### config.mk
export PLATFORM = sky130hd
export DESIGN_NAME = mfre_back
export DESIGN_NICKNAME = d
export VERILOG_FILES = /design/src/mono_framebuffer_raster_engine_defines.svh /design/src/mfre_pkg.sv /design/src/mfre_back.sv
export SDC_FILE = /design/constraint.sdc
export NUM_CORES = 1
export LEC_CHECK = 0
export BUFFER_PORTS_ARGS = -buffer_cell sky130_fd_sc_hd__buf_2
export CAP_MARGIN = 20
export CORE_ASPECT_RATIO = 1.2
export CORE_MARGIN = 8
export CORE_UTILIZATION = 56
export CTS_BUF_LIST = sky130_fd_sc_hd__clkbuf_16
export CTS_CLUSTER_DIAMETER = 150
export DETAILED_ROUTE_END_ITERATION = 12
export PLACE_DENSITY_LB_ADDON = 0.1
export SETUP_SLACK_MARGIN = 0.02
export SLEW_MARGIN = 20
export SYNTH_ARGS = -nofsm -noshare
export SYNTH_HDL_FRONTEND = slang
export SYNTH_SLANG_ARGS = --single-unit
### constraint.sdc
create_clock -name clock -period 8.3 [get_ports clock]
set_input_delay 0.83 -clock clock [delete_from_list [all_inputs] [get_ports clock]]
set_output_delay 0.83 -clock clock [all_outputs]
set_load 0.05 [all_outputs]
### src/mono_framebuffer_raster_engine_defines.svh
// ----------------------------------------------------------------------------
// Raster engine assertion macros
// Concurrent check wrappers; define NO_ASSERTIONS to compile them out.
// ----------------------------------------------------------------------------
`ifndef MONO_FRAMEBUFFER_RASTER_ENGINE_DEFINES_SVH
`define MONO_FRAMEBUFFER_RASTER_ENGINE_DEFINES_SVH

`ifndef NO_ASSERTIONS
// ante true implies cons true in the same cycle
`define MFRE_ASSERT_IMPL(label, clk, rst, ante, cons) \
   label: assert property (@(posedge clk) disable iff (rst) (ante) |-> (cons)) \
      else $error("raster engine check failed");
// cond never true
`define MFRE_ASSERT_NEVER(label, clk, rst, cond) \
   label: assert property (@(posedge clk) disable iff (rst) !(cond)) \
      else $error("raster engine check failed");
`else
`define MFRE_ASSERT_IMPL(label, clk, rst, ante, cons)
`define MFRE_ASSERT_NEVER(label, clk, rst, cond)
`endif

`endif

### src/mfre_pkg.sv
// ----------------------------------------------------------------------------
// Raster engine package
// Geometry constants, command codes and the queued command format.
// ----------------------------------------------------------------------------
package mfre_pkg;

   localparam int WIDTH       = 128;
   localparam int HEIGHT      = 128;
   localparam int BWIDTH      = (WIDTH + 7) / 8;
   localparam int STORE_BYTES = BWIDTH * HEIGHT;

   localparam int ADDR_W = (STORE_BYTES > 1) ? $clog2(STORE_BYTES) : 1;
   localparam int BCOL_W = (BWIDTH > 1) ? $clog2(BWIDTH) : 1;
   localparam int ROW_W  = (HEIGHT > 1) ? $clog2(HEIGHT) : 1;

   localparam int QDEPTH = 4;
   localparam int QPTR_W = $clog2(QDEPTH);

   // request command codes
   localparam logic [2:0] CMD_PIXEL = 3'd0;
   localparam logic [2:0] CMD_HSPAN = 3'd1;
   localparam logic [2:0] CMD_VSPAN = 3'd2;
   localparam logic [2:0] CMD_RECT  = 3'd3;
   localparam logic [2:0] CMD_CLEAR = 3'd4;
   localparam logic [2:0] CMD_READ  = 3'd5;

   // back end operations
   localparam logic [1:0] OP_RECT  = 2'd0;
   localparam logic [1:0] OP_CLEAR = 2'd1;
   localparam logic [1:0] OP_READ  = 2'd2;

   localparam logic [7:0]  MASK_FULL     = 8'hFF;
   localparam logic [15:0] END_MASK_BASE = 16'hFF80;

   typedef struct packed {
      logic [1:0]        op;
      logic              fill;
      logic [BCOL_W-1:0] start_col;
      logic [BCOL_W-1:0] end_col;
      logic [7:0]        start_mask;
      logic [7:0]        end_mask;
      logic [ROW_W-1:0]  row_first;
      logic [ROW_W-1:0]  row_last;
      logic [ADDR_W-1:0] base;     // first row base, or read address
      logic              oob;      // read address beyond the store
   } cmd_type;

   typedef struct packed {
      logic init_busy;
   } back_status_type;

endpackage

### src/mfre_back.sv
// ----------------------------------------------------------------------------
// Raster engine back end
// Walks rectangles and clears one byte per cycle, serves byte reads and
// runs the white fill of the store after reset.
// ----------------------------------------------------------------------------
module mfre_back (
   input  logic                        clock,
   input  logic                        reset,
   input  logic                        pop_valid,
   input  mfre_pkg::cmd_type           pop_data,
   output logic                        pop,
   output mfre_pkg::back_status_type   back_status,
   output logic                        wr_en,
   output logic [mfre_pkg::ADDR_W-1:0] wr_addr,
   output logic [7:0]                  wr_data,
   output logic [7:0]                  wr_mask,
   output logic                        rd_en,
   output logic [mfre_pkg::ADDR_W-1:0] rd_addr,
   input  logic [7:0]                  rd_data,
   output logic                        rsp_valid,
   input  logic                        rsp_stall,
   output logic [7:0]                  rsp_read_data
);

   localparam logic [1:0] ST_IDLE  = 2'd0;
   localparam logic [1:0] ST_RECT  = 2'd1;
   localparam logic [1:0] ST_CLEAR = 2'd2;
   localparam logic [1:0] ST_READ  = 2'd3;

   logic [1:0]                  state_ff, state_in;
   mfre_pkg::cmd_type           cur_ff, cur_in;
   logic [mfre_pkg::BCOL_W-1:0] col_ff, col_in;
   logic [mfre_pkg::ROW_W-1:0]  row_ff, row_in;
   logic [mfre_pkg::ADDR_W-1:0] base_ff, base_in;
   logic [mfre_pkg::ADDR_W-1:0] clr_addr_ff, clr_addr_in;
   logic                        init_ff, init_in;
   logic                        fill_ff, fill_in;
   logic                        rsp_valid_ff, rsp_valid_in;
   logic [7:0]                  rsp_data_ff, rsp_data_in;
   logic                        at_start, at_end, clr_last;

   assign at_start = col_ff == cur_ff.start_col;
   assign at_end   = col_ff == cur_ff.end_col;
   assign clr_last = clr_addr_ff == mfre_pkg::ADDR_W'(mfre_pkg::STORE_BYTES - 1);

   // a read is only taken when the response register is empty
   assign pop = (state_ff == ST_IDLE) && pop_valid
             && ((pop_data.op != mfre_pkg::OP_READ) || !rsp_valid_ff);

   assign rd_en   = pop && (pop_data.op == mfre_pkg::OP_READ) && !pop_data.oob;
   assign rd_addr = pop_data.base;

   always_comb begin
      wr_en   = 1'b0;
      wr_addr = clr_addr_ff;
      wr_mask = mfre_pkg::MASK_FULL;
      wr_data = {8{fill_ff}};
      unique case (state_ff)
         ST_RECT: begin
            wr_en   = 1'b1;
            wr_addr = base_ff + mfre_pkg::ADDR_W'(col_ff);
            wr_mask = (at_start ? cur_ff.start_mask : mfre_pkg::MASK_FULL)
                    & (at_end ? cur_ff.end_mask : mfre_pkg::MASK_FULL);
         end
         ST_CLEAR: wr_en = 1'b1;
         ST_IDLE,
         ST_READ: ;
         default: ;
      endcase
   end

   always_comb begin
      state_in     = state_ff;
      cur_in       = cur_ff;
      col_in       = col_ff;
      row_in       = row_ff;
      base_in      = base_ff;
      clr_addr_in  = clr_addr_ff;
      init_in      = init_ff;
      fill_in      = fill_ff;
      rsp_valid_in = rsp_valid_ff && rsp_stall;
      rsp_data_in  = rsp_data_ff;
      unique case (state_ff)
         ST_IDLE: begin
            if (pop) begin
               cur_in  = pop_data;
               fill_in = pop_data.fill;
               unique case (pop_data.op)
                  mfre_pkg::OP_RECT: begin
                     state_in = ST_RECT;
                     col_in   = pop_data.start_col;
                     row_in   = pop_data.row_first;
                     base_in  = pop_data.base;
                  end
                  mfre_pkg::OP_CLEAR: begin
                     state_in    = ST_CLEAR;
                     clr_addr_in = '0;
                  end
                  default: begin
                     if (pop_data.oob) begin
                        rsp_valid_in = 1'b1;
                        rsp_data_in  = '0;
                     end else begin
                        state_in = ST_READ;
                     end
                  end
               endcase
            end
         end
         ST_RECT: begin
            if (at_end) begin
               if (row_ff == cur_ff.row_last) begin
                  state_in = ST_IDLE;
               end else begin
                  row_in  = row_ff + 1'b1;
                  base_in = base_ff + mfre_pkg::ADDR_W'(mfre_pkg::BWIDTH);
                  col_in  = cur_ff.start_col;
               end
            end else begin
               col_in = col_ff + 1'b1;
            end
         end
         ST_CLEAR: begin
            clr_addr_in = clr_addr_ff + 1'b1;
            if (clr_last) begin
               state_in = ST_IDLE;
               init_in  = 1'b0;
            end
         end
         ST_READ: begin
            rsp_valid_in = 1'b1;
            rsp_data_in  = rd_data;
            state_in     = ST_IDLE;
         end
         default: state_in = ST_IDLE;
      endcase
   end

   always_ff @(posedge clock) begin
      if (reset) begin
         // store comes up by a white clearing sweep
         state_ff     <= ST_CLEAR;
         clr_addr_ff  <= '0;
         init_ff      <= 1'b1;
         fill_ff      <= 1'b1;
         rsp_valid_ff <= 1'b0;
      end else begin
         state_ff     <= state_in;
         clr_addr_ff  <= clr_addr_in;
         init_ff      <= init_in;
         fill_ff      <= fill_in;
         rsp_valid_ff <= rsp_valid_in;
      end
      cur_ff      <= cur_in;
      col_ff      <= col_in;
      row_ff      <= row_in;
      base_ff     <= base_in;
      rsp_data_ff <= rsp_data_in;
   end

   assign back_status.init_busy = init_ff;
   assign rsp_valid             = rsp_valid_ff;
   assign rsp_read_data         = rsp_data_ff;

endmodule

==> results.env <==
NUM_IO_PINS=116
SYN2LAYOUT_AREA_GROWTH_PCT=21.2
REPORT.FINAL.HOLD_VIOL_COUNT=0
CORE_AREA_UM2=6850
CLOCK-SKEW-FINAL_NS=0.0101
WL_PER_CELL_UM=16.6
DRT_FIRST_PASS_ITERS=4
NUMPLACEDINSTANCES=531
INTERNAL-POWER_uW=734
WORSTSETUPPATHTYPE='flip-flop to primary output'
WORSTPATHREQUIRED_NS=7.47
DIE-WIDTH_UM=93.1
NUMBER_OF_ENABLE_FLIP_FLOP_CELLS_AFTER_SYNTHESIS=61
FIRST_PASS_GRT_WIRE_LENGTH_UM=14500
POSTSYNTHCELLCOUNT=357
CRITICAL_PATH.STARTPOINT_TYPE='flip-flop'
P_SWITCHING_uW=241
SYNTHESIS.NETS=435
FLOORPLAN.INITIALDENSITY=0.583
CTS_ROOT_BUF='clkbuf_16'
CRITPATHCAPTURETYPE='primary output'
VIAS_PER_CELL=5.39
DETAILEDROUTE.FIRSTITERATIONVIOLATIONS=123
COMB_POWER_SHARE=0.125
ANTENNA_FOUND_INITIAL=0
POST_SYNTH_INSTANCE_AREA_UM2=3990
FINALSETUPTNS_NS=0
CLOCK_TREE_FROM_TRITONCTS='built'
FINAL.PERIOD_UTILIZATION=0.399
SEQUENTIAL_CELL_AREA_UM2=2150
SHARE_OF_SYNTHESIZED_CELL_AREA_IN_AND_OR_NAND_AND_NOR_GATES=0.147
VIAS_IN_THE_FIRST_GLOBAL_ROUTE=3010
BUFFERS_INSERTED_BY_POST_CTS_TIMING_REPAIR=0
CTS.PATH.MAX_BUFFERS=2
PORT_BUFFERS=115
CTS_RESIZED=0
SLEW_HEADROOM=0.269
CELL_AREA_POWER_DENSITY_nW_PER_UM2=201
REMAINING_DRC_ERRORS=0
TIMING.HOLD.WORST.CLASS='flip-flop to flip-flop'
DETAILED_PLACE_HPWL_UM=6760
WORST_SLEW_PIN_SLEW_NS=1.09
ASYNCSETRESETFLOPFRACSYNTH=0
SYNTH_SEQ_AREA_SHARE=0.539
SYNTH_TOP_CELL_BY_AREA='edfxtp_1'
DIE-AREA_UM2=10100
SYNTH_CELL_TYPE_COUNT=44
GROUTE.USAGE.OVERALL=0.184
POST_LAYOUT_NONFILLER_INSTANCES=547
SEQUENTIAL_SHARE_OF_POWER=0.453
CTS_NUM_SINKS=77
WORST_EP_ARRIVAL_NS=2.48
SYNTHADDERAREAFRAC=0.0426
SYNTHMUXAREASHARE=0.0329
CTS-BUFFERS-INSERTED=9
SYNTH_WARNINGS=0
UTILIZATION=0.706
GLOBALROUTEOVERFLOWTOTAL=0
CLKPWRFRAC=0.422
DESIGN.FINAL.NETS=533
MAXCAPVIOLATIONS=0
GRT_START_MAX_NET_PINS=51
NUM-FILL-CELLS=527
MAX_FREQ_GHz=0.302
SHARE_OF_THE_SYNTHESIZED_AREA_IN_COMPOUND_GATES_AO_OA_AOI_OAI=0.0928
AREA_TAKEN_BY_MULTI_INPUT_LOGIC_GATES_UM2=1640
CTS.HOLD.BUFFERS_ADDED=0
SETUP-VIOLATIONS-FINAL=0
COMBINATIONAL_FAMILY_WITH_THE_MOST_AREA_AFTER_SYNTHESIS='simple AND/OR/NAND/NOR gates'
CRIT_FANOUT=6
HTREEDEPTH=3
GP_CONGESTION=0.893
INSERTEDDIODECOUNT=0
DETAILROUTE.VIA_COUNT=2947
WL_UM=9100
OUTCOME='complete, no violations'
SYNTH.FF_LATCH_COUNT=77
LEAKAGE_uW=0.00190
MAXSLEWVIOLCOUNT=0
POWER.SWITCHING_FRACTION=0.247
POST_SYNTH_XOR_AREA_FRACTION=0.0899
DIEHEIGHT_UM=108
SYNTH_AREA_PER_CELL_UM2=11.2
POST-SYNTH-TOP-AREA-FRACTION=0.459
SYNTH_AREA_LEADERS='edfxtp_1 (46%), dfxtp_1 (8.0%), xnor2_1 (5.5%)'
SYNTHFLOPTYPE='edfxtp_1'
FINAL_LAYOUT_SIZE_SUFFIX_GT1_FRAC=0.320
CLOCK_LATENCY_NS=0.33
RSZ0062_AT_GRT='no'
CLK_TRANSITION_REPORTED_PATHS_NS=0.06
ANTENNA_VIOLATING_NETS_LEFT=0
MAX-VDD-IR-DROP_V=0.000145
ROW_COUNT=33
FINAL.MIN_CLOCK_PERIOD_NS=3.31
-- power by group through the flow --
stage / Clock (µW) / Sequential (µW) / Combinational, µW
after floorplan: 0 / 451 / 87.1
after global placement: 0 / 449 / 119
after detailed placement: 0 / 450 / 120
after CTS: 417 / 442 / 121
after global routing: 434 / 443 / 133
final: 411 / 442 / 122
-- worst max-delay path, stage by stage (launching register included) --
cell,delay (ns)
edfxtp_1,0.49
ha_1,0.33
a21o_1,0.19
a21o_1,0.20
a21oi_1,0.34
o21ai_0,0.16
a31oi_1,0.16
buf_2,0.28
-- kinds of logic (layout without fill, tap and decap cells) --
family          count (synthesis)  in the layout
mux                            12             12
buf+inv                        40            143
simple gates                  111            111
flops                          77             77
xor+xnor                       41             41
fa+ha+maj                      13             13
compound gates                 63             63
-- per-layer routing --
metal  part of all wire  vias to the layer above  GRT usage
met3              0.046                       14     0.0416
met4              0.017                        0     0.0830
met5                  0                        -          0
li1                   -                     1455          -
met1               0.44                     1384      0.230
met2               0.50                       94      0.298
-- cell usage in the layout, fill, tap and decap left out, types with 3 or more instances in the layout --
| cell | Yosys | final |
|---|---|---|
| buf_2 | 1 | 115 |
| edfxtp_1 | 61 | 61 |
| nor2_1 | 36 | 36 |
| a21oi_1 | 27 | 26 |
| xnor2_1 | 25 | 25 |
| nand2_1 | 21 | 21 |
| xor2_1 | 16 | 16 |
| dfxtp_1 | 16 | 16 |
| inv_1 | 11 | 13 |
| nand3_1 | 11 | 11 |
| ha_1 | 12 | 11 |
| nor2b_1 | 10 | 10 |
| mux2_2 | 9 | 9 |
| and2_1 | 9 | 9 |
| clkbuf_16 | 0 | 9 |
| o21ai_0 | 9 | 8 |
| o22ai_1 | 8 | 8 |
| a31oi_1 | 6 | 5 |
| or3_1 | 4 | 4 |
| nor4b_1 | 4 | 4 |
| o21ai_1 | 2 | 3 |
| mux2i_1 | 3 | 3 |
| nor3_1 | 3 | 3 |
-- state kept, by name, indices dropped and copies added (netlist names) --
name	flops
row_ff	7
rsp_read_data	8
fill_ff	1
cur_ff	31
col_ff	4
rsp_valid	1
state_ff	2
back_status	1
base_ff	11
clr_addr_ff	11
-- Yosys cell counts (6+ instances only) --
cell,instances
nor2b_1,10
a21oi_1,27
dfxtp_1,16
and2_1,9
o22ai_1,8
xnor2_1,25
edfxtp_1,61
clkbuf_1,9
o21ai_0,9
ha_1,12
a31oi_1,6
nand3_1,11
mux2_2,9
buf_4,19
nand2_1,21
xor2_1,16
nor2_1,36
inv_1,11
-- final timing paths --
| check | startpoint | to | slack (ns) | cells after the start |
|---|---|---|---|---|
| max | col_ff[1]$_DFFE_PP_ | wr_addr[7] | 4.99 | 7 |
| min | back_status$_SDFFE_PP1P_ | back_status$_SDFFE_PP1P_ | 0.47 | 2 |
| max reg2reg | state_ff[0]$_SDFFE_PP0P_ | rsp_read_data[2]$_SDFFCE_PN0P_ | 5.51 | 6 |
| min reg2reg | back_status$_SDFFE_PP1P_ | back_status$_SDFFE_PP1P_ | 0.47 | 2 |
-- through the flow --
stage | hold slack, ns | cell area, µm² | setup slack (ns) | power, µW
6_report | 0.467 | 4840 | 4.99 | 975
5_1_grt | 0.501 | 4840 | 4.74 | 1010
4_1_cts | 0.479 | 4830 | 4.98 | 980
3_5_place_dp | 0.467 | 4520 | 5.32 | 570
3_3_place_gp | 0.432 | 4520 | 5.39 | 568
2_1_floorplan | 0.483 | 3990 | 4.69 | 538
-- cell type report --
cell class	count	share of cell area
sequential	77	0.445
clock inverter	7	0.0191
multi-input combinational	240	0.338
tap	87	0.0225
inverter	11	0.00853
timing repair buffer	116	0.120
clock buffer	9	0.0465
(Power assumes the default switching activity.)
