**config.mk**
```make
export PLATFORM = sky130hd
export DESIGN_NAME = mfre_queue
export DESIGN_NICKNAME = d
export VERILOG_FILES = /design/src/mono_framebuffer_raster_engine_defines.svh /design/src/mfre_pkg.sv /design/src/mfre_queue.sv
export SDC_FILE = /design/constraint.sdc
export NUM_CORES = 1
export LEC_CHECK = 0
export BUFFER_PORTS_ARGS = -buffer_cell sky130_fd_sc_hd__buf_4
export CORE_ASPECT_RATIO = 0.9
export CORE_MARGIN = 5
export CORE_UTILIZATION = 60
export CTS_CLUSTER_SIZE = 28
export DETAILED_ROUTE_END_ITERATION = 16
export GPL_TIMING_DRIVEN = 0
export PLACE_DENSITY = 0.86
export SYNTH_ARGS = -nofsm -noshare
export SYNTH_HDL_FRONTEND = slang
export SYNTH_SLANG_ARGS = --single-unit
```
**constraint.sdc**
```tcl
create_clock -name clock -period 4.99 [get_ports clock]
set_input_delay 0.998 -clock clock [delete_from_list [all_inputs] [get_ports clock]]
set_output_delay 0.998 -clock clock [all_outputs]
set_load 0.02 [all_outputs]
```
**src/mono_framebuffer_raster_engine_defines.svh**
```systemverilog
// ----------------------------------------------------------------------------
// Raster engine assertion macros
// Concurrent check wrappers; define NO_ASSERTIONS to compile them out.
// ----------------------------------------------------------------------------
`ifndef MONO_FRAMEBUFFER_RASTER_ENGINE_DEFINES_SVH
`define MONO_FRAMEBUFFER_RASTER_ENGINE_DEFINES_SVH

`ifndef NO_ASSERTIONS
// ante true implies cons true in the same cycle
`define MFRE_ASSERT_IMPL(label, clk, rst, ante, cons) \
   label: assert property (@(posedge clk) disable iff (rst) (ante) |-> (cons)) \
      else $error("raster engine check failed");
// cond never true
`define MFRE_ASSERT_NEVER(label, clk, rst, cond) \
   label: assert property (@(posedge clk) disable iff (rst) !(cond)) \
      else $error("raster engine check failed");
`else
`define MFRE_ASSERT_IMPL(label, clk, rst, ante, cons)
`define MFRE_ASSERT_NEVER(label, clk, rst, cond)
`endif

`endif

```
**src/mfre_pkg.sv**
```systemverilog
// ----------------------------------------------------------------------------
// Raster engine package
// Geometry constants, command codes and the queued command format.
// ----------------------------------------------------------------------------
package mfre_pkg;

   localparam int WIDTH       = 128;
   localparam int HEIGHT      = 128;
   localparam int BWIDTH      = (WIDTH + 7) / 8;
   localparam int STORE_BYTES = BWIDTH * HEIGHT;

   localparam int ADDR_W = (STORE_BYTES > 1) ? $clog2(STORE_BYTES) : 1;
   localparam int BCOL_W = (BWIDTH > 1) ? $clog2(BWIDTH) : 1;
   localparam int ROW_W  = (HEIGHT > 1) ? $clog2(HEIGHT) : 1;

   localparam int QDEPTH = 4;
   localparam int QPTR_W = $clog2(QDEPTH);

   // request command codes
   localparam logic [2:0] CMD_PIXEL = 3'd0;
   localparam logic [2:0] CMD_HSPAN = 3'd1;
   localparam logic [2:0] CMD_VSPAN = 3'd2;
   localparam logic [2:0] CMD_RECT  = 3'd3;
   localparam logic [2:0] CMD_CLEAR = 3'd4;
   localparam logic [2:0] CMD_READ  = 3'd5;

   // back end operations
   localparam logic [1:0] OP_RECT  = 2'd0;
   localparam logic [1:0] OP_CLEAR = 2'd1;
   localparam logic [1:0] OP_READ  = 2'd2;

   localparam logic [7:0]  MASK_FULL     = 8'hFF;
   localparam logic [15:0] END_MASK_BASE = 16'hFF80;

   typedef struct packed {
      logic [1:0]        op;
      logic              fill;
      logic [BCOL_W-1:0] start_col;
      logic [BCOL_W-1:0] end_col;
      logic [7:0]        start_mask;
      logic [7:0]        end_mask;
      logic [ROW_W-1:0]  row_first;
      logic [ROW_W-1:0]  row_last;
      logic [ADDR_W-1:0] base;     // first row base, or read address
      logic              oob;      // read address beyond the store
   } cmd_type;

   typedef struct packed {
      logic init_busy;
   } back_status_type;

endpackage

```
**src/mfre_queue.sv**
```systemverilog
// ----------------------------------------------------------------------------
// Raster engine command queue
// Small register FIFO that decouples the front end from the back end.
// ----------------------------------------------------------------------------
module mfre_queue (
   input  logic              clock,
   input  logic              reset,
   input  logic              push_valid,
   input  mfre_pkg::cmd_type push_data,
   output logic              q_full,
   output logic              pop_valid,
   input  logic              pop,
   output mfre_pkg::cmd_type pop_data
);

   mfre_pkg::cmd_type             slot_ff [mfre_pkg::QDEPTH];
   logic [mfre_pkg::QPTR_W-1:0]   wr_ptr_ff, wr_ptr_in;
   logic [mfre_pkg::QPTR_W-1:0]   rd_ptr_ff, rd_ptr_in;
   logic [mfre_pkg::QPTR_W:0]     count_ff, count_in;
   logic                          do_push, do_pop;

   assign q_full    = count_ff == (mfre_pkg::QPTR_W+1)'(mfre_pkg::QDEPTH);
   assign pop_valid = count_ff != '0;
   assign pop_data  = slot_ff[rd_ptr_ff];
   assign do_push   = push_valid && !q_full;
   assign do_pop    = pop && pop_valid;

   always_comb begin
      wr_ptr_in = do_push ? wr_ptr_ff + 1'b1 : wr_ptr_ff;
      rd_ptr_in = do_pop ? rd_ptr_ff + 1'b1 : rd_ptr_ff;
      count_in  = count_ff;
      if (do_push && !do_pop) begin
         count_in = count_ff + 1'b1;
      end else if (do_pop && !do_push) begin
         count_in = count_ff - 1'b1;
      end
   end

   always_ff @(posedge clock) begin
      if (reset) begin
         wr_ptr_ff <= '0;
         rd_ptr_ff <= '0;
         count_ff  <= '0;
      end else begin
         wr_ptr_ff <= wr_ptr_in;
         rd_ptr_ff <= rd_ptr_in;
         count_ff  <= count_in;
      end
      if (do_push) begin
         slot_ff[wr_ptr_ff] <= push_data;
      end
   end

endmodule

```
==> results of run 1 <==
==> layer usage <==
metal  up-vias  share of wire (%)  wire (um)  track usage, %
met1      1950                 42       6020            26.2
li1       1643                  -          -               -
met5         -                  0          0               0
met4         0                1.9        268            4.29
met2       136                 50       7200            29.5
met3        23                6.7        976            4.49
==> final cells by class <==
type | count | area [um2] | area share, %
Timing Repair Buffer | 110 | 826 | 8.28
Buffer | 13 | 144 | 1.44
Tap cell | 168 | 210 | 2.11
Clock buffer | 31 | 636 | 6.37
Sequential cell | 221 | 6550 | 65.6
Multi-Input combinational cell | 87 | 1490 | 14.9
Clock inverter | 9 | 115 | 1.15
Inverter | 4 | 15.0 | 0.150
==> power by group through the flow <==
stage	clock [uW]	combinational, uW	sequential, uW
3_3_place_gp	0	1470	2330
6_report	1680	1470	2290
2_1_floorplan	0	972	2310
5_1_grt	1800	1570	2310
3_5_place_dp	0	1490	2330
4_1_cts	1710	1500	2300
==> kinds of logic after synthesis <==
logic type,Yosys count,synth area share (%)
AOI/OAI and AO/OA,6,0.505
xor gates and xnor gates,4,0.428
adders and majority gates,6,1.01
buffers and inverters,17,1.94
DFF,221,80.0
muxes,55,15.0
and+or+nand+nor,16,1.12
==> state kept, by name, indices dropped and copies added, names as in the netlist, named ones only <==
name and cells:
slot_ff 212, rd_ptr_ff 2, count_ff 3, wr_ptr_ff 2
==> through the flow <==
stage | utilization [%] | cell area (um2) | power, uW
final | 74.7 | 9980 | 5440
after floorplan | - | 8180 | 3290
after global routing | 74.7 | 9980 | 5680
after detailed placement | 69.0 | 9230 | 3820
after CTS | 74.7 | 9980 | 5510
after global placement | 69.0 | 9220 | 3790
==> worst paths after layout <==
check,slack [ps],from,cells past startpoint,endpoint
worst min register to register,520,wr_ptr_ff[1]$_SDFFE_PP0P_,2,wr_ptr_ff[1]$_SDFFE_PP0P_
worst max register to register,2540,count_ff[0]$_SDFFE_PP0P_,8,count_ff[2]$_SDFFE_PP0P_
worst min-delay path,520,wr_ptr_ff[1]$_SDFFE_PP0P_,2,wr_ptr_ff[1]$_SDFFE_PP0P_
worst max-delay path,1950,register,4,pop_data[27]
==> critical path, cell delays in order, from the launching register on <==
cell      delay (ps)
dfxtp_1          310
clkbuf_1         330
buf_2            350
mux4_2           390
buf_4            180
==> synthesized netlist by cell type <==
master    number
xor2_1         4
clkbuf_1       2
mux4_2        50
nor3b_2        1
and2_1         4
buf_2          5
mux4_1         3
buf_12         5
o311ai_1       1
edfxtp_1     212
dfxtp_1        9
fa_1           1
nor2_1         6
o31ai_2        1
buf_6          1
a21oi_1        2
inv_1          4
ha_1           5
mux2i_1        2
or3_1          3
nand2b_1       2
o21ai_0        2
==> results.md, run 1 <==
- Outcome: completed
- CP Class: register to output port
- Cells after synthesis: 325
- Register area share after synthesis: 80.0%
- RSZ-0062 raised after global routing: false
- CP Launch Type: register
- Mapped Nets: 388
- Setup bufs post-CTS: 0
- Layout net count: 522
- Min Clock Period, post-route: 3040 ps
- Cell-internal power: 4000 uW
- Clk_skew: 6.97 ps
- Mean area per synthesized cell: 25.2 um2
- Worst EP arrival: 2040 ps
- H-Tree Depth: 1
- Reg power frac: 42.2%
- GR Overflow Total: 0
- Final TNS setup: 0 ps
- Final non-filler cell total: 643
- Placed cell count: 603
- Final hold vios: 0
- Syn. warnings: 0
- Clk sinks: 221
- Die Width: 133 um
- Clock Tree Root: clkbuf_16
- Clock power share: 30.8%
- Area grow syn2layout: 22.0%
- TritonCTS clock tree: done
- GRT Util Overall: 18.4%
- CP required: 3990 ps
- Switching share of power: 26.6%
- Final Slew Violations: 0
- Vias in the first global route: 3959
- PD cells: 545 nW/um2
- Clk slew on worst S/H paths: 60 ps
- Initial antenna violation count: 0
- Io pins: 112
- Site Rows: 40
- CP Capture Type: output port
- CTS Buf Count: 22
- Fillers: 729
- Worst Tran Pin Value: 824 ps
- Starting Density: 61.2%
- Rel. slew slack: 45.1%
- Core area: 13400 um2
- Detailed Routing Iterations Pass 1: 5
- Most common cell after layout, fill and taps aside: edfxtp_1
- Port bufs: 110
- Post-DP HPWL: 8340 um
- Period utilization: 60.9%
- GPL Wtd Cong: 0.724
- DR iter-0 viols: 322
- Max-cap viol count: 0
- DR DRC count: 0
- First-pass GRT wire length: 22700 um
- Maximum fanout along the worst path: 10
- Share of the synthesized area in the top cell type: 77.8%
- Vias per cell: 5.84
- Antenna diodes: 0
- Die height: 121 um
- Die ar.: 16100 um2
- Vias post-DR: 3752
- Most frequent cells in the layout: edfxtp_1 (212), buf_4 (110), mux4_2 (50), clkbuf_16 (23), dfxtp_1 (9)
- Mapped Area: 8180 um2
- Final setup fails: 0
- # hold bufs at CTS: 0
- Min Hold Slack: 524 ps
- Routed len/inst: 22.5 um
- Peak VDD IR: 0.305 mV
- Cts repair resizes: 0
- Pre-CTS WS: 2050 ps
- Antenna viol nets, final: 0
- Worst Hold Class: register to register
- Share of layout cells above drive strength 1: 43.8%
- Leakage: 0.00342 uW
- Bufs on Longest Clock Path: 3
- Cell variety after synth: 22
- Pin count of the biggest net entering global routing: 54
- Synth area leaders: edfxtp_1 (78%), mux4_2 (14%), dfxtp_1 (2.2%)
- Final setup margin: 1950 ps
- Worst skew pair latency: 480 ps
- Comb power frac: 27.0%
- WL final: 14500 um
- Yosys top cell by area: edfxtp_1
- Synth Register Bits: 221
- P_sw: 1440 uW
- Max Freq: 329 MHz
Power figures use the tool's default switching activity.
==> run 2: changes to the inputs <==
ABC_AREA = 1   (was unset)
CORE_UTILIZATION = 57   (was 60)
PLACE_DENSITY = 0.82   (was 0.86)
clock period = 2.86 ns   (was 4.99 ns; I/O delays follow)
==> run 2 against run 1 <==
Effect of this change: register-to-register slack got worse by 2000 ps; sequential power increased by 76%; clock-buffer cell count fell by 3; clock power is 57% higher; sequential share of layout area shrank 2.6 points; critical path type unchanged.
==> results.md, run 2 <==
- Outcome: completed
- Mean area per synthesized cell: 14.6 um2 (-42%)
- CTS Buf Count: 22 (unchanged)
- RR Startpoint: count_ff[0]$_SDFFE_PP0P_
- Most frequent cell after synthesis: edfxtp_1
- Maximum fanout along the worst path: 10 (unchanged)
- Number of cells on the worst reg-to-reg path: 5 (-3)
- # hold bufs at CTS: 0 (unchanged)
- Synth Register Bits: 221 (unchanged)
- WL final: 18900 um (+31%)
- Synth area leaders: edfxtp_1 (75%), o21ai_0 (5.7%), nor2_1 (4.4%)
- Main synth FF type: edfxtp_1
- Initial antenna violation count: 0 (unchanged)
- Gr busiest metal: met2
- Reg2Reg Capture Point: slot_ff[0][6]$_DFFE_PP_
- Min Clock Period, post-route: 2660 ps
- Setup bufs post-CTS: 0 (unchanged)
- Simple-Gate Fraction of Synth Area: 6.86% (+5.7 points)
- Vias post-DR: 5381 (+43%)
- DR DRC count: 0 (unchanged)
- Worst skew pair latency: 500 ps (+20 ps)
- Ys async rst share: 0% (unchanged)
- Clock power share: 27.3% (-3.5 points)
- Routed len/inst: 20.3 um (-9.8%)
- Clk sinks: 221 (unchanged)
- Clk slew on worst S/H paths: 60 ps (about the same)
- GR Layer Usage met1: 26.7% (+0.46 points)
- Main combinational cell family by area after synthesis: compound AO/OA/AOI/OAI gates
- Die ar.: 17500 um2 (+8.9%)
- Final setup margin: 198 ps (-1750 ps)
- H-Tree Depth: 1 (unchanged)
- GRT Util Overall: 21.3% (+2.8 points)
- Yosys top cell by area: edfxtp_1
- Regs by FF count: slot_ff (212), count_ff (3)
- Most frequent cells in the layout: edfxtp_1 (212), buf_4 (111), o21ai_0 (97), nor2_1 (96), o22ai_1 (33)
- Worst hold path depth: 1 (-1)
- DR iter-0 viols: 443 (+38%)
- Die Width: 139 um (+4.4%)
- CP Launch Type: register
- PD cells: 930 nW/um2 (+71%)
- GPL Wtd Cong: 0.766 (+5.9%)
- Final Instance Area: 10400 um2 (+4.2%)
- Most instantiated cells after synthesis: edfxtp_1 (212), nor2_1 (100), o21ai_0 (97)
- GR Util met3: 3.49% (-1.0 points)
- Pre-CTS WS: 499 ps (-1550 ps)
- Worst EP arrival: 2090 ps (+50 ps)
- Rel. slew slack: 38.2% (-6.9 points)
- Most common cell after layout, fill and taps aside: edfxtp_1
- Worst-path cell chain: buf_6 > inv_6 > clkbuf_1 > o21ai_0 > o22ai_1 > buf_4
- Antenna viol nets, final: 0 (unchanged)
- Mapped Nets: 645 (+66%)
- Reg2reg setup slack: 580 ps (-1960 ps)
- Mapped Area: 8520 um2 (+4.1%)
- Bufs on Longest Clock Path: 3 (unchanged)
- Switching share of power: 32.4% (+5.9 points)
- Die height: 126 um (+4.3%)
- Vias in the first global route: 5698 (+44%)
- Final hold vios: 0 (unchanged)
- Syn. warnings: 0 (unchanged)
- Antenna diodes: 0 (unchanged)
- Post-synth EDFFs: 212 (unchanged)
- Starting Density: 57.9% (-3.3 points)
- Detailed Routing Iterations Pass 1: 5 (unchanged)
- Cts repair resizes: 0 (unchanged)
- Share of layout cells above drive strength 1: 30.2% (-14 points)
- TritonCTS clock tree: done
- Cell variety after synth: 23 (+4.5%)
- First-pass GRT wire length: 29300 um (+29%)
- Post-DP HPWL: 11900 um (+43%)
- Worst Hold Class: input port to register
- RSZ-0062 raised after global routing: false
- Slowest stage cell, crit path: clkbuf_1
- Mux cell area share after synthesis: 0% (-15 points)
- Period utilization: 93.1%
- Register with the most flip-flops: slot_ff
- Worst min-delay path startpoint: push_data[19]
- Worst Tran Pin Value: 925 ps (+101 ps)
- Post-Synth XOR/XNOR Area: 0.103% (-0.33 points)
- Vias per cell: 5.76 (-1.3%)
- Final setup fails: 0 (unchanged)
- GR met2 Demand/Resource: 38.1% (+8.6 points)
- Leakage: 0.00372 uW (+8.7%)
- Area grow syn2layout: 22.0% (about the same)
- Port bufs: 111 (+0.91%)
- Reg power frac: 41.7% (-0.5 points)
- Layout net count: 785 (+50%)
- Share of the synthesized area in the top cell type: 74.7% (-3.1 points)
- Clk_skew: 12.3 ps (+5.31 ps)
- Clock Tree Root: clkbuf_16
- Cells after synthesis: 582 (+79%)
- Max Freq: 376 MHz
- Peak VDD IR: 0.684 mV (+120%)
- CP Class: register to output port
- Register area share after synthesis: 76.8% (-3.2 points)
- Pin count of the biggest net entering global routing: 29 (-46%)
- Site Rows: 42 (+5.0%)
- Compound-Gate Fraction of Synth Area: 11.8% (+11 points)
- Core area: 14700 um2 (+10%)
- Io pins: 112 (unchanged)
- Worst Hold Path EP: slot_ff[1][19]$_DFFE_PP_
- Adder-Cell Fraction of Synth Area: 0.969% (-0.040 points)
- CP Capture Type: output port
- CP required: 2290 ps (-1700 ps)
- Post-Place Cell Area: 9730 um2 (+5.5%)
- Max reg flops: 212 (unchanged)
- Max-cap viol count: 0 (unchanged)
- Worst stage delay on the critical path: 440 ps (+50 ps)
- Final Slew Violations: 0 (unchanged)
- Cell-internal power: 6530 uW (+63%)
- Final TNS setup: 0 ps (unchanged)
- GR Overflow Total: 0 (unchanged)
- P_sw: 3130 uW (+120%)
- Comb power frac: 31.0% (+4.0 points)
[run 2: cell count changes after synthesis, moves of 6 or more]
cell | before | now
o21ai_1 | 0 | 10
clkbuf_2 | 0 | 6
nor2_1 | 6 | 100
o22ai_2 | 0 | 20
buf_2 | 5 | 18
nor2_2 | 0 | 20
o22ai_1 | 0 | 33
mux4_2 | 50 | 0
nand2_1 | 0 | 15
o21ai_0 | 2 | 97
inv_1 | 4 | 15
[run 2: cell type report]
| class | instances | area, um2 |
|---|---|---|
| Multi-Input combinational cell | 310 | 1710 |
| Timing Repair Buffer | 116 | 933 |
| Sequential cell | 221 | 6550 |
| Tap cell | 198 | 248 |
| Clock inverter | 10 | 88.8 |
| Inverter | 17 | 68.8 |
| Fill cell | 939 | 4320 |
| Buffer | 34 | 221 |
| Clock buffer | 28 | 573 |
[run 2: logic make-up after synthesis]
logic type / count (synthesis)
xor gates and xnor gates: 1
DFF: 221
adders and majority gates: 6
AOI/OAI and AO/OA: 163
and+or+nand+nor: 140
buffers and inverters: 51
[run 2: worst max-delay path: cells and delay by family, from the launching register on]
kind                   cells  cell delay, ps
buffers and inverters      4             860
AO/OA/AOI/OAI              2             410
flip-flops                 1             310
[run 2: power groups by stage]
stage	combinational, uW	clock (uW)	sequential (uW)
2_1_floorplan	1740	0	4090
3_3_place_gp	2840	0	4130
3_5_place_dp	3000	0	4100
4_1_cts	3020	2680	4030
5_1_grt	3220	2810	4060
6_report	2990	2640	4030
[run 2: per-stage QoR]
| stage | utilization, % | hold slack (ps) | instances | total power (uW) |
|---|---|---|---|---|
| after CTS | 70.6 | 250 | 934 | 9730 |
| after detailed placement | 66.1 | 502 | 896 | 7090 |
| after global placement | 65.2 | 477 | 891 | 6960 |
| after floorplan | - | 459 | 582 | 5840 |
| final | 70.6 | 262 | 934 | 9660 |
| after global routing | 70.6 | 249 | 934 | 10100 |
[run 2: metal layers]
metal	routed length, um	share of wire, %
met5	0	0
met4	544	2.9
met1	7160	38
met3	1310	6.9
met2	9940	52
[run 2: worst max-delay path by stage]
| stage | endpoint | slack [ps] | cells after the start |
|---|---|---|---|
| 2_1_floorplan | slot_ff[0][0]$_DFFE_PP_ | -510 | 2 |
| 3_3_place_gp | slot_ff[3][5]$_DFFE_PP_ | -2330 | 3 |
| 6_report | pop_data[23] | 200 | 6 |
| 4_1_cts | pop_data[27] | 180 | 6 |
| 3_5_place_dp | slot_ff[0][6]$_DFFE_PP_ | 500 | 4 |
| 5_1_grt | pop_data[27] | 80 | 6 |
