$ cat src/mono_framebuffer_raster_engine_defines.svh
// ----------------------------------------------------------------------------
// Raster engine assertion macros
// Concurrent check wrappers; define NO_ASSERTIONS to compile them out.
// ----------------------------------------------------------------------------
`ifndef MONO_FRAMEBUFFER_RASTER_ENGINE_DEFINES_SVH
`define MONO_FRAMEBUFFER_RASTER_ENGINE_DEFINES_SVH

`ifndef NO_ASSERTIONS
// ante true implies cons true in the same cycle
`define MFRE_ASSERT_IMPL(label, clk, rst, ante, cons) \
   label: assert property (@(posedge clk) disable iff (rst) (ante) |-> (cons)) \
      else $error("raster engine check failed");
// cond never true
`define MFRE_ASSERT_NEVER(label, clk, rst, cond) \
   label: assert property (@(posedge clk) disable iff (rst) !(cond)) \
      else $error("raster engine check failed");
`else
`define MFRE_ASSERT_IMPL(label, clk, rst, ante, cons)
`define MFRE_ASSERT_NEVER(label, clk, rst, cond)
`endif

`endif

$ cat src/mfre_pkg.sv
// ----------------------------------------------------------------------------
// Raster engine package
// Geometry constants, command codes and the queued command format.
// ----------------------------------------------------------------------------
package mfre_pkg;

   localparam int WIDTH       = 128;
   localparam int HEIGHT      = 128;
   localparam int BWIDTH      = (WIDTH + 7) / 8;
   localparam int STORE_BYTES = BWIDTH * HEIGHT;

   localparam int ADDR_W = (STORE_BYTES > 1) ? $clog2(STORE_BYTES) : 1;
   localparam int BCOL_W = (BWIDTH > 1) ? $clog2(BWIDTH) : 1;
   localparam int ROW_W  = (HEIGHT > 1) ? $clog2(HEIGHT) : 1;

   localparam int QDEPTH = 4;
   localparam int QPTR_W = $clog2(QDEPTH);

   // request command codes
   localparam logic [2:0] CMD_PIXEL = 3'd0;
   localparam logic [2:0] CMD_HSPAN = 3'd1;
   localparam logic [2:0] CMD_VSPAN = 3'd2;
   localparam logic [2:0] CMD_RECT  = 3'd3;
   localparam logic [2:0] CMD_CLEAR = 3'd4;
   localparam logic [2:0] CMD_READ  = 3'd5;

   // back end operations
   localparam logic [1:0] OP_RECT  = 2'd0;
   localparam logic [1:0] OP_CLEAR = 2'd1;
   localparam logic [1:0] OP_READ  = 2'd2;

   localparam logic [7:0]  MASK_FULL     = 8'hFF;
   localparam logic [15:0] END_MASK_BASE = 16'hFF80;

   typedef struct packed {
      logic [1:0]        op;
      logic              fill;
      logic [BCOL_W-1:0] start_col;
      logic [BCOL_W-1:0] end_col;
      logic [7:0]        start_mask;
      logic [7:0]        end_mask;
      logic [ROW_W-1:0]  row_first;
      logic [ROW_W-1:0]  row_last;
      logic [ADDR_W-1:0] base;     // first row base, or read address
      logic              oob;      // read address beyond the store
   } cmd_type;

   typedef struct packed {
      logic init_busy;
   } back_status_type;

endpackage

$ cat src/mfre_front.sv
// ----------------------------------------------------------------------------
// Raster engine front end
// Accepts request beats, range-checks them and folds every draw command
// into one rectangle form for the queue.
// ----------------------------------------------------------------------------
module mfre_front (
   input  logic                     req_valid,
   output logic                     req_stall,
   input  logic [2:0]               req_cmd,
   input  logic [6:0]               req_x_first,
   input  logic [6:0]               req_x_last,
   input  logic [6:0]               req_y_first,
   input  logic [6:0]               req_y_last,
   input  logic                     req_color,
   input  logic [10:0]              req_byte_addr,
   input  logic                     q_full,
   input  mfre_pkg::back_status_type back_status,
   output logic                     push_valid,
   output mfre_pkg::cmd_type        push_data
);

   logic [6:0] xa, xb, ya, yb;
   logic       draw, geom_ok, known;

   always_comb begin
      xa    = req_x_first;
      xb    = req_x_first;
      ya    = req_y_first;
      yb    = req_y_first;
      draw  = 1'b0;
      known = 1'b1;
      unique case (req_cmd)
         mfre_pkg::CMD_PIXEL: draw = 1'b1;
         mfre_pkg::CMD_HSPAN: begin
            draw = 1'b1;
            xb   = req_x_last;
         end
         mfre_pkg::CMD_VSPAN: begin
            draw = 1'b1;
            yb   = req_y_last;
         end
         mfre_pkg::CMD_RECT: begin
            draw = 1'b1;
            xb   = req_x_last;
            yb   = req_y_last;
         end
         mfre_pkg::CMD_CLEAR,
         mfre_pkg::CMD_READ: ;
         default: known = 1'b0;
      endcase
   end

   assign geom_ok = (xa <= xb) && (32'(xb) < mfre_pkg::WIDTH)
                 && (ya <= yb) && (32'(yb) < mfre_pkg::HEIGHT);

   always_comb begin
      push_data            = '0;
      push_data.fill       = req_color;
      push_data.start_col  = mfre_pkg::BCOL_W'(xa >> 3);
      push_data.end_col    = mfre_pkg::BCOL_W'(xb >> 3);
      push_data.start_mask = mfre_pkg::MASK_FULL >> xa[2:0];
      push_data.end_mask   = 8'(mfre_pkg::END_MASK_BASE >> xb[2:0]);
      push_data.row_first  = mfre_pkg::ROW_W'(ya);
      push_data.row_last   = mfre_pkg::ROW_W'(yb);
      push_data.oob        = 1'b0;
      if (draw) begin
         push_data.op   = mfre_pkg::OP_RECT;
         push_data.base = mfre_pkg::ADDR_W'(32'(ya) * mfre_pkg::BWIDTH);
      end else if (req_cmd == mfre_pkg::CMD_CLEAR) begin
         push_data.op   = mfre_pkg::OP_CLEAR;
      end else begin
         push_data.op   = mfre_pkg::OP_READ;
         push_data.base = mfre_pkg::ADDR_W'(req_byte_addr);
         push_data.oob  = 32'(req_byte_addr) >= mfre_pkg::STORE_BYTES;
      end
   end

   assign req_stall  = q_full || back_status.init_busy;
   // rejected and unknown commands are accepted and dropped here
   assign push_valid = req_valid && !req_stall && known && (!draw || geom_ok);

endmodule

$ cat config.mk
export PLATFORM = sky130hd
export DESIGN_NAME = mfre_front
export DESIGN_NICKNAME = d
export VERILOG_FILES = /design/src/mono_framebuffer_raster_engine_defines.svh /design/src/mfre_pkg.sv /design/src/mfre_front.sv
export SDC_FILE = /design/constraint.sdc
export NUM_CORES = 1
export LEC_CHECK = 0
export BUFFER_PORTS_ARGS = -buffer_cell sky130_fd_sc_hd__buf_4
export CAP_MARGIN = 5
export CORE_ASPECT_RATIO = 0.6
export CORE_UTILIZATION = 39
export DETAILED_ROUTE_END_ITERATION = 10
export GPL_ROUTABILITY_DRIVEN = 0
export PLACE_DENSITY_LB_ADDON = 0.08
export RECOVER_POWER = 50
export SYNTH_ARGS = -nofsm -noshare
export SYNTH_HDL_FRONTEND = slang
export SYNTH_SLANG_ARGS = --single-unit
$ cat constraint.sdc
create_clock -name vclk -period 4.86
set_clock_uncertainty 0.1 [all_clocks]
set_input_delay 0.729 -clock vclk [all_inputs]
set_output_delay 0.729 -clock vclk [all_outputs]
set_load 0.1 [all_outputs]
==> impl_results.md, run 1 <==
- Status: finished, final reports clean
- Min-delay worst type: primary input to output pin
- Max-cap violations: 0
- Core Area: 2180 um^2
- GRT Overall Usage: 0.209
- Post-synthesis compound-gate area fraction: 0.209
- Post-synthesis mux area share: 0.180
- CP startpoint kind: primary input
- Most frequent cells in the layout: 72 x buf_4, 24 x clkbuf_1, 16 x inv_1
- Seq cells: 0
- Synth Warn #: 0
- Netlist cell types: 35
- Die area: roughly 2500 um^2
- Cells after Synth: around 130
- Worst slew margin: 0.206
- Fmax: 0.252 GHz
- Crit Path Class: primary input to output pin
- WL per Instance: 12.6 um
- Vias in the first global route: slightly below 900
- Setup crit end kind: output pin
- CP Max Fanout: 13
- Unrepaired setup endpoints after global routing: no
- Fin. max-slew vios: 0
- Final Non-Filler Cells: 234
- Min cycle time layout: a little under 4000 ps
- Util after Layout: 0.652
- Multi-input gate area: 684 um^2
- Simple-gate share of the synthesized area: 0.202
- First-pass GRT wire length: between 4000 and 5000 um
- Layout clock buffer count: 0
- Total gr overflow: 0
- CP arrival: 3140 ps
- Area after DPL: 1520 um^2
- Most common cell after layout, fill and taps aside: buf_4
- Cts repair resizes: 0
- Share of layout cells above drive strength 1: 0.412
- # rows: 13
- # nets final: 264
- PwrDens: 249 nW/um^2
- Hold buffers post-CTS: 0
- Largest net degree at the start of global routing: 14
- First-pass DRT Iterations: 4
- Setup ws final: 886 ps
- Peak VDD IR: 0.129 mV
- Total routed wirelength: 2960 um
- DRC errors left: 0
- Setup Slack @ Placement: 878 ps
- Seq/Total Area, Yosys: 0
- TNS Setup: 0 ps
- Syn_area_per_cell: slightly above 7 um^2
- Synthesized-area fraction occupied by adder cells: 0.166
- Final hold violation count: 0
- Hold_sp: req_color
- Post-DP HPWL: ~2600 um
- Crit path from: req_cmd[2]
- Post-Place Cells: 234
- I/O pins: 101
- Routed Antenna Nets: 0
- Count of final setup violators: 0
- Synthesized cell area: 903 um^2
- Ant. Diodes: 0
- Total number of vias: around 1,100
- Initial Utilization: 0.414
- Cell area after layout: about 1400 um^2
- Post-Synth XOR/XNOR Area: 0
- LEAKAGE: 0.000786 uW
- Initial antenna violation count: 0
- Largest cells by area after synthesis: ha_1 17%, buf_4 12%, mux2i_1 10%
- Period utilization: 0.818
- Yosys top cell by area: ha_1
- Area growth, synth to finish: 57.2%
- Vias per inst: 4.83
- Largest family of logic cells by synthesized area: buffers and inverters
- Least-Margin Pin Slew: 1200 ps
- Proportion of netlist area held by the largest area contributor: 0.166
- Port buffer count: 96
- # fillers: 209
- Required time worst endpoint: 4030 ps
- Die height: around 39 um
- Initial drt markers: 37
- Post-CTS Setup Inserts: 0
- Die Span X: 64.1 um
- FF/Latch Area: 0 um^2
## kinds of logic (layout without fill, tap and decap cells)
| kind of cell | after synthesis | in the layout |
|---|---|---|
| AO/OA/AOI/OAI | 27 | 27 |
| adder cells (fa/ha/maj) | 12 | 12 |
| buffers and inverters | 37 | 114 |
| multiplexers | 14 | 14 |
| other | 2 | 3 |
| AND/OR/NAND/NOR | 34 | 34 |
## per-stage QoR
stage / hold WS [ps] / power, uW
CTS: 1360 / 365
global route: 1360 / 367
global placement: 1360 / 360
finish: 1360 / 353
detailed placement: 1360 / 364
floorplan: 1480 / 290
## worst max-delay path, stage by stage
cell and delay [ps]:
buf_4 160, inv_2 220, nand2_2 220, mux2i_1 280, ha_1 290, a21oi_1 160, nor2_1 60, a211oi_1 230
o21ai_0 160, a221oi_2 300, buf_4 340
## power by group
group	switching (uW)	internal, uW	total (uW)
registers	0	0	0
clock network	0	0	0
logic	277	76.1	353
total	277	76.1	353
## path summary, 6_finish.rpt
kind | to | slack [ps] | depth (start not counted)
worst max-delay path | push_valid | 890 | 11
worst min-delay path | push_data[50] | 1360 | 0
## per-layer routing
metal	vias up	track usage	routed length (um)
met5	-	0	0
met1	491	0.268	1260
met3	2	0.0262	255
met4	0	0.00556	18
met2	55	0.404	1420
li1	583	-	-
## layout make-up
type	instances	share of cell area
tap	30	0.0264
multi-input combinational	90	0.482
inverter	18	0.0476
timing repair buffer	96	0.444
## cell usage after synthesis, types with 2 or more instances
library cell   n
mux2_2         2
nand3_1        3
buf_6          2
ha_1          12
a21oi_1        7
and2_1         4
o2bb2ai_1      6
mux2i_2        2
o22ai_1        2
o21ai_0        3
buf_4         15
inv_1         16
nand2_1       11
nand4_1        2
conb_1         2
nor2_1         7
o211ai_1       2
nor3_1         2
mux2i_1        9
inv_2          2
(Power assumes the default switching activity.)
==> inputs of run 2 (changes only) <==
- CORE_UTILIZATION: 39 -> 36
- clock period: 4.86 -> 4 ns (I/O delays scaled with it)
==> run 2 against run 1 <==
Count of clock-buffer cells in the layout did not move. Die area increased by 8.0%. Largest power group unchanged. Global-route usage fell by 0.63 points.
==> impl_results.md, run 2 (same netlist as run 1, synthesis figures left out) <==
- Status: finished, final reports clean
- Final Non-Filler Cells: ~230
- # rows: 13
- CP delay by family, top: buffers and inverters
- Post-DP HPWL: around 2600 um
- Final hold violation count: 0
- Least-Margin Pin Slew: around 1200 ps
- Area growth, synth to finish: 58.9%
- I/O pins: 101
- CP arrival: roughly 2900 ps
- LEAKAGE: 0.000791 uW
- Min-delay worst type: primary input to output pin
- Post-CTS Setup Inserts: 0
- Initial drt markers: 28
- Crit path top cell by count: buf_4
- Die Span X: roughly 67 um
- Count of final setup violators: 0
- # fillers: between 200 and 250
- Crit path largest cell delay: 330 ps
- Hold buffers post-CTS: 0
- Worst slew margin: 0.211
- Port buffer count: 96
- GRT Overall Usage: 0.203
- First-pass DRT Iterations: 4
- Crit-path cells: buf_4 -> inv_2 -> nand2_4 -> mux2_2 -> inv_1 -> ha_1 -> nand4_1 -> a41oi_1 -> a31oi_1 -> a221oi_4 -> buf_4
- Share of layout cells above drive strength 1: 0.417
- Worst Path Buf+Inv: 4
- Peak VDD IR: 0.149 mV
- FF/Latch Area: 0 um^2
- Vias in the first global route: 923
- Cell area after layout: 1440 um^2
- Unrepaired setup endpoints after global routing: no
- Min cycle time layout: 3590 ps
- Routed Antenna Nets: 0
- Layout clock buffer count: 0
- DRC errors left: 0
- Fmax: 0.278 GHz
- Die area: 2720 um^2
- First-pass GRT wire length: 4140 um
- Period utilization: 0.898
- PwrDens: ~300 nW/um^2
- Core Area: about 2300 um^2
- Total gr overflow: 0
- Setup ws final: 408 ps
- Fin. max-slew vios: 0
- Max-cap violations: 0
- Most common cell after layout, fill and taps aside: buf_4
- Crit Path Class: primary input to output pin
- Required time worst endpoint: 3300 ps
- Vias per inst: between 4 and 5
- Setup Slack @ Placement: approximately 370 ps
- Total number of vias: about 1,200
- Post-Place Cells: around 230
- Total routed wirelength: 3050 um
- Largest net degree at the start of global routing: 14
- TNS Setup: 0 ps
- Seq cells: 0
- Die height: 40.8 um
- Setup crit end kind: output pin
- WL per Instance: 13.0 um
- Slowest-stage cell, CP: buf_4
- Hold_sp: req_color
- Cts repair resizes: 0
- # nets final: about 260
- Area after DPL: between 1500 and 2000 um^2
- Tot Pwr: 433 uW
- Initial antenna violation count: 0
- CP Max Fanout: 13
- Initial Utilization: 0.400
- CP startpoint kind: primary input
- Crit path from: req_cmd[2]
- Most frequent cells in the layout: 73 x buf_4, 23 x clkbuf_1, 16 x inv_1
- Ant. Diodes: 0
-- run 2: final cells by class --
type | instances | area (um^2) | share of cell area
inverters | 18 | 67.6 | 0.0471
multi-input cells | 90 | 696 | 0.485
well taps | 30 | 37.5 | 0.0262
repair buffers | 96 | 634 | 0.442
-- run 2: per-layer routing --
| metal | track usage | vias to the layer above | part of all wire |
|---|---|---|---|
| li1 | - | 586 | - |
| met1 | 0.271 | 505 | 0.45 |
| met2 | 0.374 | 59 | 0.46 |
| met3 | 0.0167 | 2 | 0.082 |
| met4 | 0.0266 | 0 | 0.0053 |
| met5 | 0 | - | 0 |
-- run 2: metrics by stage --
step	utilization	hold WS (ps)
after CTS	0.678	1100
after global placement	0.678	1100
after global routing	0.635	1100
after detailed placement	0.678	1100
after floorplan	-	1220
final	0.635	1100
-- run 2: worst paths after layout --
path / cells after the start / endpoint / slack (ps)
setup / recovery: 11 / push_valid / 410
hold / removal: 0 / push_data[50] / 1100
-- run 2: report_power, final --
part / internal, uW / leakage (uW) / switching (uW)
Sequential: 0 / 0 / 0
Clock: 0 / 0 / 0
Combinational: 93.8 / 0.000791 / 339
Total: 93.8 / 0.000791 / 339
==> inputs of run 3 (changes only) <==
- ABC_AREA: not set -> 1
- CORE_UTILIZATION: 36 -> 37
==> run 3 against run 2 <==
Sequential share of layout area stayed put. Global-route usage is 0.48 points lower. First-iteration DRC count is 43% higher. Sequential cell count stayed put. Synthesized area is 1.9% higher. Critical path type unchanged. Critical endpoint unchanged.
==> impl_results.md, run 3 <==
- Status: finished, final reports clean
- Layout clock buffer count: 0
- Die area: 2700 um^2
- CP delay by family, top: buffers and inverters
- Crit path largest cell delay: 320 ps
- Final Non-Filler Cells: 284
- Initial drt markers: 40
- Most common cell after layout, fill and taps aside: buf_4
- Min-delay worst type: primary input to output pin
- Vias in the first global route: 912
- Total routed wirelength: 2810 um
- Peak VDD IR: a little over 0.2 mV
- Hold buffers post-CTS: 0
- Port buffer count: 96
- Crit-path cells: buf_4 -> inv_2 -> nand2_1 -> o21ai_0 -> ha_1 -> nand2_1 -> inv_1 -> a21oi_1 -> nand2_1 -> nand2_1 -> nand3_1 -> a21oi_2 -> buf_4
- Total gr overflow: 0
- Worst slew margin: 0.223
- Unrepaired setup endpoints after global routing: no
- Cts repair resizes: 0
- Slowest-stage cell, CP: o21ai_0
- Die Span X: 66.4 um
- Min cycle time layout: 3410 ps
- First-pass GRT wire length: 4120 um
- Post-CTS Setup Inserts: 0
- Crit path top cell by count: nand2_1
- Cells after Synth: about 180
- Required time worst endpoint: roughly 3300 ps
- Crit Path Class: primary input to output pin
- Ant. Diodes: 0
- Max-cap violations: 0
- Share of layout cells above drive strength 1: 0.366
- First-pass DRT Iterations: 4
- Routed Antenna Nets: 0
- Netlist cell types: 20
- Least-Margin Pin Slew: 1170 ps
- Period utilization: 0.852
- Largest cells by area after synthesis: ha_1 16%, nand2_1 16%, inv_1 15%
- Most frequent cells after synthesis: 39 x nand2_1, 38 x inv_1, 19 x o21ai_0
- I/O pins: 101
- Setup crit end kind: output pin
- Total number of vias: about 1,300
- WL per Instance: 9.89 um
- # nets final: approximately 310
- Worst Path Buf+Inv: 4
- Core Area: roughly 2300 um^2
- LEAKAGE: 0.000902 uW
- Vias per inst: roughly 4.5
- Synthesized cell area: 921 um^2
- GRT Overall Usage: 0.198
- Proportion of netlist area held by the largest area contributor: 0.163
- Seq cells: 0
- Initial antenna violation count: 0
- Fin. max-slew vios: 0
- Seq/Total Area, Yosys: 0
- Fmax: between 0.2 and 0.3 GHz
- Final hold violation count: 0
- Area growth, synth to finish: 63.2%
- Setup Slack @ Placement: 579 ps
- PwrDens: 293 nW/um^2
- CP startpoint kind: primary input
- CP arrival: about 2700 ps
- Count of final setup violators: 0
- Synth Warn #: 0
- Worst hold slack: 1100 ps
- Die height: around 41 um
- FF/Latch Area: 0 um^2
- DRC errors left: 0
- Yosys top cell by area: ha_1
- Top-count cell post-synth: nand2_1
- Largest net degree at the start of global routing: 15
- Initial Utilization: 0.407
- Post-Place Cells: about 280
- CP Max Fanout: 14
- Most frequent cells in the layout: 73 x buf_4, 39 x nand2_1, 38 x inv_1
- Post-DP HPWL: 2450 um
- TNS Setup: 0 ps
- # rows: 13
- Setup ws final: around 590 ps
- Syn_area_per_cell: about 5.2 um^2
## run 3: final cells by class
cell class / instances / area [um^2]
fillers: 229 / 758
multi-input cells: 117 / 677
repair buffers: 96 / 634
inverters: 41 / 154
well taps: 30 / 37.5
## run 3: where the power goes
part / internal, uW / total, uW / switching [uW]
Combinational: 92.1 / 440 / 348
Clock: 0 / 0 / 0
Sequential: 0 / 0 / 0
## run 3: per-layer routing
layer | vias to the layer above | track usage | part of all wire
li1 | 692 | - | -
met1 | 520 | 0.318 | 0.52
met2 | 69 | 0.298 | 0.38
met3 | 0 | 0.0111 | 0.10
met4 | 0 | 0 | 0
met5 | - | 0 | 0
## run 3: kinds of logic after synthesis
kind of cell / share of synthesized area
and+or+nand+nor: 0.344
AOI/OAI and AO/OA: 0.162
other: 0.00816
buffers and inverters: 0.323
adders and majority gates: 0.163
## run 3: path summary, 6_finish.rpt
| path | start | to | slack, ps | depth (start not counted) |
|---|---|---|---|---|
| setup / recovery | req_cmd[2] | push_valid | 590 | 13 |
| hold / removal | req_color | push_data[50] | 1100 | 0 |
## run 3: through the flow
stage	util	total power [uW]	area [um^2]
5_1_grt	0.665	462	1500
6_report	0.665	440	1500
3_3_place_gp	0.704	450	1590
2_1_floorplan	-	364	977
4_1_cts	0.704	453	1590
3_5_place_dp	0.704	452	1590
